===== src/rtl/core/kpcp_pkg.sv =====
`timescale 1ns / 1ps
// Shared types and codes for the keypad PIN command parser.
// Used by the top level and by its port checker; depends on nothing.
package kpcp_pkg;

  typedef logic [3:0] key_t;
  typedef logic [3:0] outcome_t;
  typedef logic [1:0] op_t;
  typedef logic [7:0] mode_t;

  // Operation codes.
  localparam op_t OP_KEY         = 2'd0;
  localparam op_t OP_REMOTE_SET  = 2'd1;
  localparam op_t OP_REMOTE_CONF = 2'd2;

  // Key codes; every code below KEY_STAR is a digit.
  localparam key_t KEY_STAR = 4'd10;
  localparam key_t KEY_HASH = 4'd11;
  localparam key_t KEY_NONE = 4'd0;

  // Result outcomes.
  localparam outcome_t OC_BUFFERED    = 4'd0;
  localparam outcome_t OC_WRONG_PIN   = 4'd1;
  localparam outcome_t OC_MODE_SET    = 4'd2;
  localparam outcome_t OC_INVALID     = 4'd3;
  localparam outcome_t OC_INFO        = 4'd4;
  localparam outcome_t OC_REBOOT      = 4'd5;
  localparam outcome_t OC_EGG         = 4'd6;
  localparam outcome_t OC_PIN_CHANGED = 4'd7;
  localparam outcome_t OC_FORMAT      = 4'd8;
  localparam outcome_t OC_REMOTE_SET  = 4'd9;
  localparam outcome_t OC_REMOTE_CONF = 4'd10;

  // Command numbers entered after the first star.
  localparam int CMD_MODE_0     = 0;
  localparam int CMD_MODE_1     = 1;
  localparam int CMD_MODE_2     = 2;
  localparam int CMD_MODE_3     = 3;
  localparam int CMD_MODE_8     = 8;
  localparam int CMD_STATUS     = 77;
  localparam int CMD_RESTART    = 88;
  localparam int CMD_PIN_CHANGE = 99;
  localparam int CMD_EGG        = 1990;

  // Highest mode number that the keypad itself can select.
  localparam mode_t MODE_KEYPAD_MAX = 8'd8;

  // Length of the PIN after reset; the PIN is all zero digits.
  localparam int PIN_RESET_LENGTH = 4;

endpackage


===== src/rtl/core/keypad_pin_command_parser.sv =====
`timescale 1ns / 1ps
// Top level of the keypad PIN command parser: key buffer, PIN store and alarm mode.
// Depends on kpcp_pkg.
//
// Every item (a key press or a remote mode operation) gives exactly one result. Key
// presses other than hash and both remote operations finish without a memory walk: the result
// is offered in the cycle after the transfer, and a new item may be taken in the same
// cycle as the previous result leaves. A hash walks the key buffer memory one entry a
// cycle through a registered read port, and the walk stops as soon as the outcome is
// known; a hash after a key was dropped at a full buffer answers at once. There is no
// clearing pass after reset: unwritten PIN entries read as zero through a valid bit
// per entry.
module keypad_pin_command_parser #(
  parameter int MAX_KEYS       = 16,
  parameter int MAX_CMD_DIGITS = 4
) (
  input  logic                clk,
  input  logic                rst,
  input  logic                item_valid,
  output logic                item_ready,
  input  kpcp_pkg::op_t       op,
  input  kpcp_pkg::key_t      key_code,
  input  kpcp_pkg::mode_t     mode_value,
  output logic                result_valid,
  input  logic                result_ready,
  output kpcp_pkg::key_t      echo_code,
  output logic                echo_valid,
  output kpcp_pkg::outcome_t  outcome,
  output kpcp_pkg::mode_t     alarm_mode,
  output logic                acknowledged,
  output logic                notify_remote
);

  function automatic int pow10(input int n);
    int r;
    r = 1;
    for (int k = 0; k < n; k++) r = r * 10;
    return r;
  endfunction

  localparam int AW = $clog2(MAX_KEYS);
  localparam int CW = $clog2(MAX_KEYS + 1);
  localparam int VW = $clog2(pow10(MAX_CMD_DIGITS));
  localparam int DW = $clog2(MAX_CMD_DIGITS + 2);

  localparam logic S_IDLE = 1'b0;
  localparam logic S_SCAN = 1'b1;

  localparam logic [1:0] PH_PIN  = 2'd0;
  localparam logic [1:0] PH_NUM  = 2'd1;
  localparam logic [1:0] PH_SEEK = 2'd2;
  localparam logic [1:0] PH_COPY = 2'd3;

  // Storage.
  kpcp_pkg::key_t key_mem [MAX_KEYS];
  kpcp_pkg::key_t pin_mem [MAX_KEYS];
  logic [MAX_KEYS-1:0] pin_written;

  // Control and datapath registers.
  logic           state, state_next;
  logic [1:0]     phase, phase_next;
  logic [CW-1:0]  rd_idx, rd_idx_next;
  logic [CW-1:0]  proc_idx, proc_idx_next;
  logic           st_vld, st_vld_next;
  logic [CW-1:0]  key_count, key_count_next;
  logic           overflow, overflow_next;
  logic [CW-1:0]  pin_length, pin_length_next;
  kpcp_pkg::mode_t mode_reg, mode_reg_next;
  logic           ack_flag, ack_flag_next;
  logic           mask_echo, mask_echo_next;
  logic           mism, mism_next;
  logic [VW-1:0]  value, value_next;
  logic [DW-1:0]  ndig, ndig_next;
  logic [CW-1:0]  wcnt, wcnt_next;
  logic           result_valid_next;
  kpcp_pkg::key_t echo_code_next;
  logic           echo_valid_next;
  kpcp_pkg::outcome_t outcome_next;
  logic           notify_next;

  // Memory read data.
  kpcp_pkg::key_t key_q;
  kpcp_pkg::key_t pin_q;
  logic           pin_ok_q;

  logic           item_fire;
  logic           key_we;
  logic           pin_we;
  logic           load;
  logic [AW-1:0]  rd_addr;
  kpcp_pkg::key_t pin_eff;
  logic           at_end;
  logic           is_digit;
  logic           done;

  assign item_ready = (state == S_IDLE) && (!result_valid || result_ready);
  assign item_fire  = item_valid && item_ready;
  assign rd_addr    = (rd_idx < CW'(MAX_KEYS)) ? rd_idx[AW-1:0] : '0;
  assign pin_eff    = pin_ok_q ? pin_q : kpcp_pkg::KEY_NONE;
  assign at_end     = (proc_idx == key_count);
  assign is_digit   = (key_q < kpcp_pkg::KEY_STAR);

  always_comb begin
    state_next        = state;
    phase_next        = phase;
    rd_idx_next       = rd_idx;
    proc_idx_next     = proc_idx;
    st_vld_next       = st_vld;
    key_count_next    = key_count;
    overflow_next     = overflow;
    pin_length_next   = pin_length;
    mode_reg_next     = mode_reg;
    ack_flag_next     = ack_flag;
    mask_echo_next    = mask_echo;
    mism_next         = mism;
    value_next        = value;
    ndig_next         = ndig;
    wcnt_next         = wcnt;
    result_valid_next = result_valid && !result_ready;
    echo_code_next    = echo_code;
    echo_valid_next   = echo_valid;
    outcome_next      = outcome;
    notify_next       = notify_remote;
    key_we            = 1'b0;
    pin_we            = 1'b0;
    load              = 1'b0;
    done              = 1'b0;

    if (item_fire) begin
      echo_code_next  = kpcp_pkg::KEY_NONE;
      echo_valid_next = 1'b0;
      notify_next     = 1'b0;
      unique case (op)
        kpcp_pkg::OP_KEY: begin
          echo_code_next  = mask_echo ? kpcp_pkg::KEY_STAR : key_code;
          echo_valid_next = 1'b1;
          if (key_code == kpcp_pkg::KEY_STAR) begin
            mask_echo_next = 1'b0;
          end
          if (key_code == kpcp_pkg::KEY_HASH) begin
            if (overflow) begin
              load         = 1'b1;
              done         = 1'b1;
              outcome_next = kpcp_pkg::OC_FORMAT;
            end else begin
              state_next  = S_SCAN;
              phase_next  = PH_PIN;
              rd_idx_next = '0;
              st_vld_next = 1'b0;
              mism_next   = 1'b0;
              value_next  = '0;
              ndig_next   = '0;
              wcnt_next   = '0;
            end
          end else begin
            load         = 1'b1;
            outcome_next = kpcp_pkg::OC_BUFFERED;
            if (key_count < CW'(MAX_KEYS)) begin
              key_we         = 1'b1;
              key_count_next = key_count + 1'b1;
            end else begin
              overflow_next = 1'b1;
            end
          end
        end
        kpcp_pkg::OP_REMOTE_SET: begin
          load          = 1'b1;
          mode_reg_next = mode_value;
          notify_next   = 1'b1;
          outcome_next  = kpcp_pkg::OC_REMOTE_SET;
        end
        kpcp_pkg::OP_REMOTE_CONF: begin
          load          = 1'b1;
          mode_reg_next = mode_value;
          ack_flag_next = 1'b1;
          outcome_next  = kpcp_pkg::OC_REMOTE_CONF;
        end
        default: begin
          load         = 1'b1;
          outcome_next = kpcp_pkg::OC_INVALID;
        end
      endcase
    end else if (state == S_SCAN) begin
      // Reads stream one entry a cycle; the stage below sees the entry read last cycle.
      st_vld_next   = 1'b1;
      proc_idx_next = rd_idx;
      rd_idx_next   = (rd_idx == key_count) ? rd_idx : rd_idx + 1'b1;
      if (st_vld) begin
        unique case (phase)
          PH_PIN: begin
            if (at_end || key_q == kpcp_pkg::KEY_STAR) begin
              if (proc_idx == pin_length && !mism) begin
                if (at_end) begin
                  // No star at all: the command number is zero.
                  done          = 1'b1;
                  outcome_next  = kpcp_pkg::OC_MODE_SET;
                  mode_reg_next = '0;
                  ack_flag_next = 1'b0;
                  notify_next   = 1'b1;
                end else begin
                  phase_next = PH_NUM;
                end
              end else begin
                done         = 1'b1;
                outcome_next = kpcp_pkg::OC_WRONG_PIN;
              end
            end else if (key_q != pin_eff) begin
              mism_next = 1'b1;
            end
          end
          PH_NUM: begin
            if (at_end || !is_digit) begin
              done = 1'b1;
              if (ndig > DW'(MAX_CMD_DIGITS)) begin
                outcome_next = kpcp_pkg::OC_INVALID;
              end else begin
                case (value)
                  VW'(kpcp_pkg::CMD_MODE_0), VW'(kpcp_pkg::CMD_MODE_1),
                  VW'(kpcp_pkg::CMD_MODE_2), VW'(kpcp_pkg::CMD_MODE_3),
                  VW'(kpcp_pkg::CMD_MODE_8): begin
                    outcome_next  = kpcp_pkg::OC_MODE_SET;
                    mode_reg_next = value[7:0];
                    ack_flag_next = 1'b0;
                    notify_next   = 1'b1;
                  end
                  VW'(kpcp_pkg::CMD_STATUS):  outcome_next = kpcp_pkg::OC_INFO;
                  VW'(kpcp_pkg::CMD_RESTART): outcome_next = kpcp_pkg::OC_REBOOT;
                  VW'(kpcp_pkg::CMD_EGG):     outcome_next = kpcp_pkg::OC_EGG;
                  VW'(kpcp_pkg::CMD_PIN_CHANGE): begin
                    if (at_end) begin
                      outcome_next = kpcp_pkg::OC_FORMAT;
                    end else begin
                      // The key that ended the number may already be the second star.
                      done       = 1'b0;
                      phase_next = (key_q == kpcp_pkg::KEY_STAR) ? PH_COPY : PH_SEEK;
                    end
                  end
                  default: outcome_next = kpcp_pkg::OC_INVALID;
                endcase
              end
            end else begin
              if (ndig < DW'(MAX_CMD_DIGITS)) begin
                value_next = VW'(({4'd0, value} << 3) + ({4'd0, value} << 1)
                                 + (VW + 4)'(key_q));
              end
              if (ndig <= DW'(MAX_CMD_DIGITS)) begin
                ndig_next = ndig + 1'b1;
              end
            end
          end
          PH_SEEK: begin
            if (at_end) begin
              done         = 1'b1;
              outcome_next = kpcp_pkg::OC_FORMAT;
            end else if (key_q == kpcp_pkg::KEY_STAR) begin
              phase_next = PH_COPY;
            end
          end
          PH_COPY: begin
            if (at_end) begin
              done            = 1'b1;
              outcome_next    = kpcp_pkg::OC_PIN_CHANGED;
              pin_length_next = wcnt;
            end else begin
              pin_we    = 1'b1;
              wcnt_next = wcnt + 1'b1;
            end
          end
          default: begin
            phase_next = PH_PIN;
          end
        endcase
        if (done) begin
          load       = 1'b1;
          state_next = S_IDLE;
        end
      end
    end

    // A finished entry clears the buffer and masks the echo again.
    if (done) begin
      key_count_next = '0;
      overflow_next  = 1'b0;
      mask_echo_next = 1'b1;
    end

    if (load) begin
      result_valid_next = 1'b1;
    end
  end

  always_ff @(posedge clk) begin
    if (key_we) begin
      key_mem[key_count[AW-1:0]] <= key_code;
    end
    if (pin_we) begin
      pin_mem[wcnt[AW-1:0]] <= key_q;
    end
    key_q    <= key_mem[rd_addr];
    pin_q    <= pin_mem[rd_addr];
    pin_ok_q <= pin_written[rd_addr];
  end

  always_ff @(posedge clk) begin
    if (rst) begin
      state         <= S_IDLE;
      phase         <= PH_PIN;
      st_vld        <= 1'b0;
      key_count     <= '0;
      overflow      <= 1'b0;
      pin_length    <= CW'(kpcp_pkg::PIN_RESET_LENGTH);
      mode_reg      <= '0;
      ack_flag      <= 1'b0;
      mask_echo     <= 1'b1;
      pin_written   <= '0;
      result_valid  <= 1'b0;
      notify_remote <= 1'b0;
      acknowledged  <= 1'b0;
      alarm_mode    <= '0;
    end else begin
      state         <= state_next;
      phase         <= phase_next;
      st_vld        <= st_vld_next;
      key_count     <= key_count_next;
      overflow      <= overflow_next;
      pin_length    <= pin_length_next;
      mode_reg      <= mode_reg_next;
      ack_flag      <= ack_flag_next;
      mask_echo     <= mask_echo_next;
      result_valid  <= result_valid_next;
      notify_remote <= notify_next;
      if (pin_we) begin
        pin_written[wcnt[AW-1:0]] <= 1'b1;
      end
      if (load) begin
        alarm_mode   <= mode_reg_next;
        acknowledged <= ack_flag_next;
      end
    end
  end

  always_ff @(posedge clk) begin
    rd_idx     <= rd_idx_next;
    proc_idx   <= proc_idx_next;
    mism       <= mism_next;
    value      <= value_next;
    ndig       <= ndig_next;
    wcnt       <= wcnt_next;
    echo_code  <= echo_code_next;
    echo_valid <= echo_valid_next;
    outcome    <= outcome_next;
  end

endmodule


===== config.mk =====
export PLATFORM = sky130hd
export DESIGN_NAME = keypad_pin_command_parser
export DESIGN_NICKNAME = d
export VERILOG_FILES = /design/src/rtl/core/kpcp_pkg.sv /design/src/rtl/core/keypad_pin_command_parser.sv
export SDC_FILE = /design/constraint.sdc
export NUM_CORES = 1
export LEC_CHECK = 0
export ABC_AREA = 1
export BUFFER_PORTS_ARGS = -buffer_cell sky130_fd_sc_hd__buf_2
export CAP_MARGIN = 15
export CORE_ASPECT_RATIO = 1.4
export CORE_MARGIN = 4
export CORE_UTILIZATION = 52
export CTS_CLUSTER_DIAMETER = 200
export DETAILED_ROUTE_END_ITERATION = 8
export PLACE_DENSITY = 0.71
export SLEW_MARGIN = 30
export SYNTH_ARGS = -nofsm -noshare
export SYNTH_HDL_FRONTEND = slang
export SYNTH_SLANG_ARGS = --single-unit

===== constraint.sdc =====
create_clock -name clk -period 2.58 [get_ports clk]
set_input_delay 0 -clock clk [delete_from_list [all_inputs] [get_ports clk]]
set_output_delay 0 -clock clk [all_outputs]
set_load 0.02 [all_outputs]

==> reports/qor.yml, run 1 <==
status: "complete, no violations"
vias_per_cell: 5.49
layout-drive-gt1-share_pct: 12.4
gp_congestion: 0.851
die_w_um: 131
setup_slack_ns: 0.122
fin_skew_ns: 0.00938
syn_area_per_cell_sq_um: 9.48
ys_warn_count: 0
final_common_cell: "nor2_1"
hold_start: "op[0]"
ys.flop_type: "edfxtp_1"
cts_tree: "built"
core_sq_um: 20700
crit_type: "reg -> reg"
p_leak_nw: 5.11
max-slew-margin-rel_pct: 58.2
hold_violations: 0
syn_inst: 1163
dp_hpwl_um: 17500
grt_pass1_vias: 8215
htree_levels: 1
critical_path.max_fanout: 3
synthesis.area_sq_um: 11000
powerDensity_nw_per_um2: 612
wl_um: 25700
cts.sinks: 231
cp.arrival_ns: 2.71
dp_cells: 1460
fmax_ghz: 0.407
fin_util_pct: 60.9
cp.required_ns: 2.83
initial_core_util_pct: 53.2
syn_nets: 1224
rsz0062_at_grt: "yes"
regToRegSetupSlack_ns: 0.12
nets: 1306
setup_viol: 0
vias: 8320
cts-buffers-inserted: 22
io_buffers: 38
ys_seq_elements: 231
vdd_drop_max_uv: 511
drt_pass1_iterations: 5
rr_worst_depth: 13
synth-async-reset-ratio_pct: 0
mostFrequentLayoutCells: "nor2_1, edfxtp_1, nand2_1, inv_1, o21ai_0"
reg2reg_from: "value[2]$_SDFFCE_PP0P_"
hold_path_class: "in -> reg"
register_area_sq_um: 6330
drtIter0Drc: 502
clkTransAtPathRegs_ns: 0.06
ys_types: 53
multi_input_area_sq_um: 4130
start_kind: "flop"
timing.final.crit_share_pct: 95.3
whs_path_depth: 4
grt_max_degree: 73
grt_pass1_wl_um: 41900
die-area_sq_um: 23600
drc: 0
clock_latency_ns: 0.50
worst_pin_slew_ns: 0.628
dieHeight_um: 180
syn_to_final_growth_pct: 14.5
wl_per_cell_um: 16.9
whs_endpoint: "notify_remote$_SDFFE_PP0P_"
track_usage_pct: 22.0
synth_edf_count: 170
instances_no_fill: 1516
cts_root_buf: "clkbuf_16"
ys_seq_area_share_pct: 57.4
cp-end-kind: "flop"
finalCriticalPeriod_ns: 2.46
num_antenna_cells: 0
io-pin-count: 39
clk_path_buf_depth: 3
r2r-end: "value[12]$_SDFFCE_PP0P_"
grt-ovfl-total: 0
finalMaxSlewViolations: 0
nFillCells: 1706
antenna_left: 0
holdWs_ns: 0.0177
drv_cap: 0
pre_cts_ws_ns: -0.0640
num_rows: 62
antenna_found_initial: 2
## final cells by class
| cell class | instances | area share (%) |
|---|---|---|
| tap | 256 | 2.54 |
| inverter | 116 | 3.45 |
| timing repair buffer | 99 | 5.65 |
| clock inverter | 7 | 0.486 |
| clock buffer | 32 | 4.99 |
| multi-input combinational | 775 | 32.7 |
| sequential | 231 | 50.1 |
## Yosys cell counts (3+ instances only)
cell | instances | area share [%]
nand2_2 | 4 | 0.23
nor3_1 | 12 | 0.54
o21ai_0 | 69 | 3.1
o311ai_0 | 32 | 2.5
xnor2_1 | 3 | 0.24
o21a_1 | 18 | 1.2
dfxtp_1 | 61 | 11
o22ai_1 | 6 | 0.34
xor2_1 | 7 | 0.56
a31oi_1 | 6 | 0.34
nand4_1 | 10 | 0.57
edfxtp_1 | 170 | 46
ha_1 | 41 | 4.7
nand3_1 | 66 | 3.0
clkbuf_1 | 27 | 0.92
or2_2 | 4 | 0.23
clkinv_1 | 6 | 0.20
inv_1 | 105 | 3.6
nor2_2 | 4 | 0.23
a21oi_1 | 49 | 2.2
o211ai_1 | 3 | 0.20
nand2_1 | 168 | 5.7
nor2_1 | 244 | 8.3
buf_1 | 4 | 0.14
buf_2 | 4 | 0.18
inv_2 | 5 | 0.17
## how the worst max path moves through the flow
stage                      startpoint                      end  slack [ns]  depth (start not counted)
2_1_floorplan  value[0]$_SDFFCE_PP0P_  value[12]$_SDFFCE_PP0P_        0.04                         12
3_3_place_gp   value[0]$_SDFFCE_PP0P_  value[12]$_SDFFCE_PP0P_       -0.03                         12
6_report       value[2]$_SDFFCE_PP0P_  value[12]$_SDFFCE_PP0P_        0.12                         13
5_1_grt        value[2]$_SDFFCE_PP0P_  value[12]$_SDFFCE_PP0P_       -0.06                         13
3_5_place_dp   value[0]$_SDFFCE_PP0P_  value[12]$_SDFFCE_PP0P_       -0.06                         13
4_1_cts        value[2]$_SDFFCE_PP0P_  value[12]$_SDFFCE_PP0P_       0.005                         12
## through the flow
stage                     TNS (ns)  area (sq um)  total power, W
after CTS                        0         12600         0.00776
after global routing       -0.0600         12600         0.00799
after global placement     -0.0309         11700         0.00466
after detailed placement   -0.0640         11700         0.00467
final                            0         12600         0.00772
after floorplan                  0         11000         0.00449
## logic make-up after synthesis
logic type / after synthesis / share of synthesized area, %
simple gates: 522 / 19.8
fa+ha+maj: 43 / 5.02
compound gates: 200 / 11.4
flops: 231 / 57.4
buf+inv: 157 / 5.68
xor+xnor: 10 / 0.795
## power breakdown
group | leakage (nW) | internal (W) | switching (W)
clock network | 0.332 | 0.00179 | 0.00131
registers | 2.04 | 0.00403 | 0.0000328
logic | 2.74 | 0.000199 | 0.000359
## worst max-delay path: stages (launching register included)
cell      delay [ns]
edfxtp_1        0.42
fa_2            0.61
fa_2            0.23
nand3_2         0.07
nand3_2         0.08
inv_2           0.04
nor2_2          0.08
nor2_2          0.06
o21ai_2         0.18
nand2_2         0.07
a21boi_2        0.19
o21ai_1         0.08
nand2_1         0.07
nor2_1          0.04
## what timing repair did
action                                 CTS  global route
hold buffers                            16             0
endpoints found under the hold margin   84             0
gates resized for setup                  1            16
pin swaps                                1             5
setup endpoints to repair                1             3
buffers inserted                         1             0
## routing by layer
layer	global-route usage (%)	vias up	part of all wire, %
li1	-	4147	-
met1	27.7	3923	41
met2	38.2	186	52
met3	2.73	60	3.8
met4	8.44	4	3.8
met5	0	-	0.058
Note: power is estimated with default switching activity, not from simulation.
==> run 2, diff against run 1 <==
--- a/config.mk
+++ b/config.mk
@@ -9,11 +9,12 @@
 export BUFFER_PORTS_ARGS = -buffer_cell sky130_fd_sc_hd__buf_2
 export CAP_MARGIN = 15
 export CORE_ASPECT_RATIO = 1.4
-export CORE_MARGIN = 4
-export CORE_UTILIZATION = 52
+export CORE_MARGIN = 1
+export CORE_UTILIZATION = 56
 export CTS_CLUSTER_DIAMETER = 200
 export DETAILED_ROUTE_END_ITERATION = 8
-export PLACE_DENSITY = 0.71
+export GPL_TIMING_DRIVEN = 0
+export PLACE_DENSITY = 0.76
 export SLEW_MARGIN = 30
 export SYNTH_ARGS = -nofsm -noshare
 export SYNTH_HDL_FRONTEND = slang
==> run 2 against run 1 <==
Against the previous run: sequential power about the same; critical path depth fell by 1; first-iteration DRC count rose by 15%; clock skew up 0.0041 ns.
==> reports/qor.yml, run 2 (same netlist as run 1, synthesis figures left out) <==
vdd_drop_max_uv: 483  # was 511 uV
grtUsageMet3_pct: 2.95  # was 2.73%
fin_skew_ns: 0.0135  # was 0.00938 ns
worst_pin_slew_ns: 0.943  # was 0.628 ns
fmax_ghz: 0.394  # was 0.407 GHz
layout-drive-gt1-share_pct: 10.8  # was 12.4%
r2r-end: "value[12]$_SDFFCE_PP0P_"  # unchanged
wl_um: 26800  # was 25700 um
power_frac_comb_pct: 6.7  # was 7.2%
powerDensity_nw_per_um2: 639  # was 612 nW/um^2
power.switching_w: 0.00180  # was 0.00170 W
clk_path_buf_depth: 3  # unchanged
hold_violations: 0  # unchanged
internal-power_w: 0.00626  # was 0.00602 W
io-pin-count: 39  # unchanged
core_sq_um: 19200  # was 20700 sq um
worst-path-buf-inv: 1  # unchanged
top_usage_layer: "met2"  # unchanged
gp_congestion: 0.917  # was 0.851
htree_levels: 1  # unchanged
cp.required_ns: 2.84  # was 2.83 ns
cp-end-kind: "flop"  # unchanged
placedInstanceArea_sq_um: 11500  # was 11700 sq um
nets: 1311  # was 1306
grt_pass1_wl_um: 42700  # was 41900 um
clkTransAtPathRegs_ns: 0.06  # about the same
critical_path.max_fanout: 3  # unchanged
clkPwrFrac_pct: 42.7  # was 40.2%
setup_viol: 0  # unchanged
num_rows: 60  # was 62
fin_area_sq_um: 12600  # about the same
dp_hpwl_um: 18800  # was 17500 um
rsz0062_at_grt: "yes"  # unchanged
grt_max_degree: 21  # was 73
grtUsageMet1_pct: 30.5  # was 27.7%
die_w_um: 121  # was 131 um
drv_cap: 0  # unchanged
wl_per_cell_um: 17.7  # was 16.9 um
rr_worst_depth: 12  # was 13
crit_slowest_cell: "fa_1"  # was fa_2
dieHeight_um: 168  # was 180 um
track_usage_pct: 27.4  # was 22.0%
finalSetupTns_ns: 0  # unchanged
crit_path_max_incr_delay_ns: 0.56  # was 0.61 ns
cts-buffers-inserted: 22  # unchanged
drtIter0Drc: 575  # was 502
clock_latency_ns: 0.51  # was 0.50 ns
whs_endpoint: "overflow$_SDFFE_PP0P_"  # was notify_remote$_SDFFE_PP0P_
grt_pass1_vias: 8472  # was 8215
total_power_w: 0.00805  # was 0.00772 W
num_antenna_cells: 0  # unchanged
crit_type: "reg -> reg"  # unchanged
pre_cts_ws_ns: -0.541  # was -0.0640 ns
cts.sinks: 231  # unchanged
switching_share_pct: 22.3  # was 22.0%
final_common_cell: "nor2_1"  # unchanged
path_cells: "fa_1 -> fa_2 -> nand3_1 -> nand3_1 -> inv_1 -> nor2_1 -> nor2_2 -> o21ai_2 -> nand2_1 -> a21boi_2 -> nor3_1 -> nor2_1"  # was fa_2 -> fa_2 -> nand3_2 -> nand3_2 -> inv_2 -> nor2_2 -> nor2_2 -> o21ai_2 -> nand2_2 -> a21boi_2 -> o21ai_1 -> nand2_1 -> nor2_1
vias_per_cell: 5.63  # was 5.49
grt-ovfl-total: 0  # unchanged
hold_path_class: "in -> reg"  # unchanged
cp.arrival_ns: 2.80  # was 2.71 ns
die-area_sq_um: 20300  # was 23600 sq um
p_leak_nw: 5.05  # was 5.11 nW
antenna_found_initial: 0  # was 2
setup_slack_ns: 0.0432  # was 0.122 ns
initial_core_util_pct: 57.4  # was 53.2%
antenna_left: 0  # unchanged
critPathTopFamily: "adder cells"  # unchanged
whs_path_depth: 5  # was 4
finalCriticalPeriod_ns: 2.54  # was 2.46 ns
holdWs_ns: 0.0791  # was 0.0177 ns
finalMaxSlewViolations: 0  # unchanged
start_kind: "flop"  # unchanged
regToRegSetupSlack_ns: 0.04  # was 0.12 ns
cts_tree: "built"  # unchanged
hold_start: "item_valid"  # was op[0]
drt_pass1_iterations: 5  # unchanged
reg2reg_from: "value[0]$_SDFFCE_PP0P_"  # was value[2]$_SDFFCE_PP0P_
timing.final.crit_share_pct: 98.3  # was 95.3%
status: "complete, no violations"  # unchanged
cts_root_buf: "clkbuf_16"  # unchanged
max-slew-margin-rel_pct: 36.9  # was 58.2%
drc: 0  # unchanged
grt_use_met2_pct: 52.0  # was 38.2%
mostFrequentLayoutCells: "nor2_1, edfxtp_1, nand2_1, inv_1, o21ai_0"  # unchanged
sequentialPowerShare_pct: 50.5  # was 52.6%
io_buffers: 38  # unchanged
syn_to_final_growth_pct: 14.4  # was 14.5%
vias: 8527  # was 8320
[run 2: changes by cell type in the layout (fill, tap and decap cells not counted), moves of 3 or more]
cell | before | now
buf_1 | 0 | 3
clkbuf_2 | 0 | 3
o311ai_0 | 32 | 24
dfxtp_4 | 0 | 3
buf_2 | 38 | 41
bufinv_16 | 1 | 4
clkbuf_1 | 7 | 31
buf_4 | 43 | 11
o311ai_1 | 0 | 8
[run 2: repair_timing]
| item | 4_1_cts | 5_1_grt |
|---|---|---|
| endpoints found under the hold margin | 83 | 0 |
| cloned | 0 | 0 |
| resized for setup | 15 | 22 |
| setup endpoints to repair | 26 | 54 |
| pin swaps | 1 | 2 |
| hold buffers | 15 | 0 |
| buffers inserted | 8 | 2 |
[run 2: how the worst max path moves through the flow]
stage / cells past startpoint / endpoint / from
floorplan: 12 / value[12]$_SDFFCE_PP0P_ / value[0]$_SDFFCE_PP0P_
global placement: 13 / value[12]$_SDFFCE_PP0P_ / key_q[2]$_DFF_P_
detailed placement: 13 / value[12]$_SDFFCE_PP0P_ / key_q[2]$_DFF_P_
CTS: 13 / value[12]$_SDFFCE_PP0P_ / value[2]$_SDFFCE_PP0P_
global route: 12 / value[12]$_SDFFCE_PP0P_ / value[0]$_SDFFCE_PP0P_
finish: 12 / value[12]$_SDFFCE_PP0P_ / value[0]$_SDFFCE_PP0P_
[run 2: per-layer routing]
layer,vias to the layer above,share of wire [%],wire (um)
met5,-,0,0
li1,4149,-,-
met4,0,4.1,1100
met3,84,5.8,1550
met1,3977,37,9900
met2,317,53,14300
[run 2: worst reg2reg max path, cell delays in order (launching register included)]
cell and delay, ns:
edfxtp_1 0.45, fa_1 0.56, fa_2 0.42, nand3_1 0.08, nand3_1 0.11, inv_1 0.07
nor2_1 0.04, nor2_2 0.14, o21ai_2 0.09, nand2_1 0.08, a21boi_2 0.06, nor3_1 0.13
nor2_1 0.06
[run 2: final cells by class]
cell class	instances	area, sq um
Tap cell	248	310
Inverter	116	440
Sequential cell	231	6340
Buffer	41	195
Clock inverter	12	170
Timing Repair Buffer	63	428
Multi-Input combinational cell	775	4130
Fill cell	1567	6610
Clock buffer	28	594
[run 2: through the flow]
step	utilization, %	std cells
after floorplan	-	1163
after CTS	65.2	1512
after global routing	65.6	1514
final	65.6	1514
after detailed placement	60.0	1449
after global placement	60.0	1449
[run 2: power by group through the flow]
stage	logic, W	clock network, W	registers, W
after CTS	0.000531	0.00344	0.00407
after detailed placement	0.000499	0	0.00415
after global routing	0.000605	0.00358	0.00407
after floorplan	0.000312	0	0.00417
after global placement	0.000490	0	0.00415
final	0.000544	0.00344	0.00407
==> run 3, diff against run 2 <==
--- a/config.mk
+++ b/config.mk
@@ -7,14 +7,16 @@
 export LEC_CHECK = 0
 export ABC_AREA = 1
 export BUFFER_PORTS_ARGS = -buffer_cell sky130_fd_sc_hd__buf_2
-export CAP_MARGIN = 15
+export CELL_PAD_IN_SITES_DETAIL_PLACEMENT = 1
+export CELL_PAD_IN_SITES_GLOBAL_PLACEMENT = 2
 export CORE_ASPECT_RATIO = 1.4
 export CORE_MARGIN = 1
-export CORE_UTILIZATION = 56
+export CORE_UTILIZATION = 36
 export CTS_CLUSTER_DIAMETER = 200
+export CTS_CLUSTER_SIZE = 10
 export DETAILED_ROUTE_END_ITERATION = 8
 export GPL_TIMING_DRIVEN = 0
-export PLACE_DENSITY = 0.76
+export PLACE_DENSITY_LB_ADDON = 0.1
 export SLEW_MARGIN = 30
 export SYNTH_ARGS = -nofsm -noshare
 export SYNTH_HDL_FRONTEND = slang
==> run 3 against run 2 <==
Against the previous run: sequential share of layout area down 1.1 points; first-iteration DRC count shrank 48%; register-to-register slack better by 0.04 ns; hold slack worse by 0.0010 ns; core utilization is 23 points lower; sequential power about the same; maximum frequency increased by 1.5%; largest cell class unchanged; cell area grew 2.2%; flip-flop and latch count stayed put; combinational power up 4.0%.
==> reports/qor.yml, run 3 (same netlist as run 1, synthesis figures left out) <==
status: "complete, no violations"  # unchanged
total_power_w: 0.00807  # was 0.00805 W
dp_hpwl_um: 23800  # was 18800 um
grt_pass1_vias: 9068  # was 8472
syn_to_final_growth_pct: 16.9  # was 14.4%
clock_latency_ns: 0.54  # was 0.51 ns
register_area_sq_um: 6340  # about the same
timing.final.crit_share_pct: 96.9  # was 98.3%
clkTransAtPathRegs_ns: 0.06  # about the same
gp_congestion: 0.828  # was 0.917
finalMaxSlewViolations: 0  # unchanged
vdd_drop_max_uv: 432  # was 483 uV
grt_max_degree: 21  # unchanged
cp-end-kind: "flop"  # unchanged
antenna_left: 0  # unchanged
grt_pass1_wl_um: 50900  # was 42700 um
grt-ovfl-total: 0  # unchanged
core_sq_um: 30000  # was 19200 sq um
fin_skew_ns: 0.0175  # was 0.0135 ns
die_w_um: 150  # was 121 um
max-slew-margin-rel_pct: 41.1  # was 36.9%
hold_path_class: "in -> reg"  # unchanged
initial_core_util_pct: 36.7  # was 57.4%
start_kind: "flop"  # unchanged
finalSetupTns_ns: 0  # unchanged
setup_viol: 0  # unchanged
critical_path.max_fanout: 3  # unchanged
multi_input_area_sq_um: 4220  # was 4130 sq um
drc: 0  # unchanged
nFillCells: 3488  # was 1567
worst_pin_slew_ns: 0.883  # was 0.943 ns
wl_per_cell_um: 19.6  # was 17.7 um
crit_slowest_cell: "fa_1"  # unchanged
cts_tree: "built"  # unchanged
mostFrequentLayoutCells: "nor2_1, edfxtp_1, nand2_1, inv_1, o21ai_0"  # unchanged
path_cells: "fa_1 -> fa_2 -> nand3_2 -> nand3_2 -> inv_1 -> nor2_1 -> nor2_2 -> o21ai_2 -> nand2_1 -> a21boi_2 -> o21ai_1 -> nand2_1 -> nor2_1"  # was fa_1 -> fa_2 -> nand3_1 -> nand3_1 -> inv_1 -> nor2_1 -> nor2_2 -> o21ai_2 -> nand2_1 -> a21boi_2 -> nor3_1 -> nor2_1
crit_type: "reg -> reg"  # unchanged
holdWs_ns: 0.0781  # was 0.0791 ns
drv_cap: 0  # unchanged
drt_pass1_iterations: 4  # was 5
io-pin-count: 39  # unchanged
dieHeight_um: 209  # was 168 um
final_common_cell: "nor2_1"  # unchanged
instances_no_fill: 1663  # was 1514
crit_path_max_incr_delay_ns: 0.61  # was 0.56 ns
finalCriticalPeriod_ns: 2.50  # was 2.54 ns
cts-buffers-inserted: 27  # was 22
vias: 8472  # was 8527
cts_root_buf: "clkbuf_16"  # unchanged
p_leak_nw: 5.07  # was 5.05 nW
wl_um: 32600  # was 26800 um
dp_cells: 1586  # was 1449
antenna_found_initial: 0  # unchanged
die-area_sq_um: 31300  # was 20300 sq um
fmax_ghz: 0.400  # was 0.394 GHz
cts.sinks: 231  # unchanged
rsz0062_at_grt: "yes"  # unchanged
hold_violations: 0  # unchanged
nets: 1318  # was 1311
htree_levels: 1  # unchanged
powerDensity_nw_per_um2: 626  # was 639 nW/um^2
regToRegSetupSlack_ns: 0.08  # was 0.04 ns
cp.arrival_ns: 2.79  # was 2.80 ns
num_rows: 75  # was 60
vias_per_cell: 5.09  # was 5.63
clk_path_buf_depth: 3  # unchanged
layout-drive-gt1-share_pct: 12.5  # was 10.8%
cp.required_ns: 2.87  # was 2.84 ns
drtIter0Drc: 298  # was 575
io_buffers: 38  # unchanged
track_usage_pct: 21.5  # was 27.4%
[run 3: final cells by class]
type                       instances  area share (%)
sequential                       231            49.2
multi-input combinational        775            32.7
clock buffer                      48            5.86
tap                              385            3.74
timing repair buffer              65            3.44
inverter                         116            3.40
buffer                            41            1.56
clock inverter                     1          0.0680
antenna                            1          0.0194
[run 3: stage by stage]
step / area [sq um] / util, % / worst slack, ns
after floorplan: 11000 / - / 0.0432
after global placement: 11700 / 39.0 / -0.748
after detailed placement: 11700 / 39.0 / -0.767
after CTS: 12800 / 42.6 / 0.00626
after global routing: 12900 / 42.9 / -0.0881
final: 12900 / 42.9 / 0.0805
[run 3: final timing paths]
check	cells after the start	endpoint	start
worst max-delay path	13	value[12]$_SDFFCE_PP0P_	value[0]$_SDFFCE_PP0P_
worst min-delay path	5	overflow$_SDFFE_PP0P_	item_valid
worst max register to register	13	value[12]$_SDFFCE_PP0P_	value[0]$_SDFFCE_PP0P_
worst min register to register	1	pin_written[15]$_SDFFE_PP0P_	pin_written[15]$_SDFFE_PP0P_
[run 3: what timing repair did]
action,4_1_cts,5_1_grt
setup buffers,10,2
resized for setup,35,31
endpoints found under the setup margin,53,78
hold endpoints to repair,84,0
hold buffers,15,0
pin swaps,2,3
[run 3: power breakdown]
part,internal (W),switching [W]
sequential,0.00403,0.0000423
combinational,0.000193,0.000373
clock,0.00196,0.00147
total,0.00618,0.00189
[run 3: worst max-delay path, delay by kind of cell (launching register included)]
family                     cells  cell delay (ns)
AOI/OAI and AO/OA              3             0.40
DFF                            1             0.45
adders and majority gates      2             0.84
and+or+nand+nor                7             0.52
buffers and inverters          1             0.04
[run 3: metal layers]
metal | global-route usage, % | up-vias | part of all wire [%]
li1 | - | 4183 | -
met3 | 2.73 | 60 | 2.8
met2 | 40.4 | 133 | 53
met4 | 9.16 | 0 | 3.9
met1 | 23.9 | 4096 | 40
met5 | 0 | - | 0
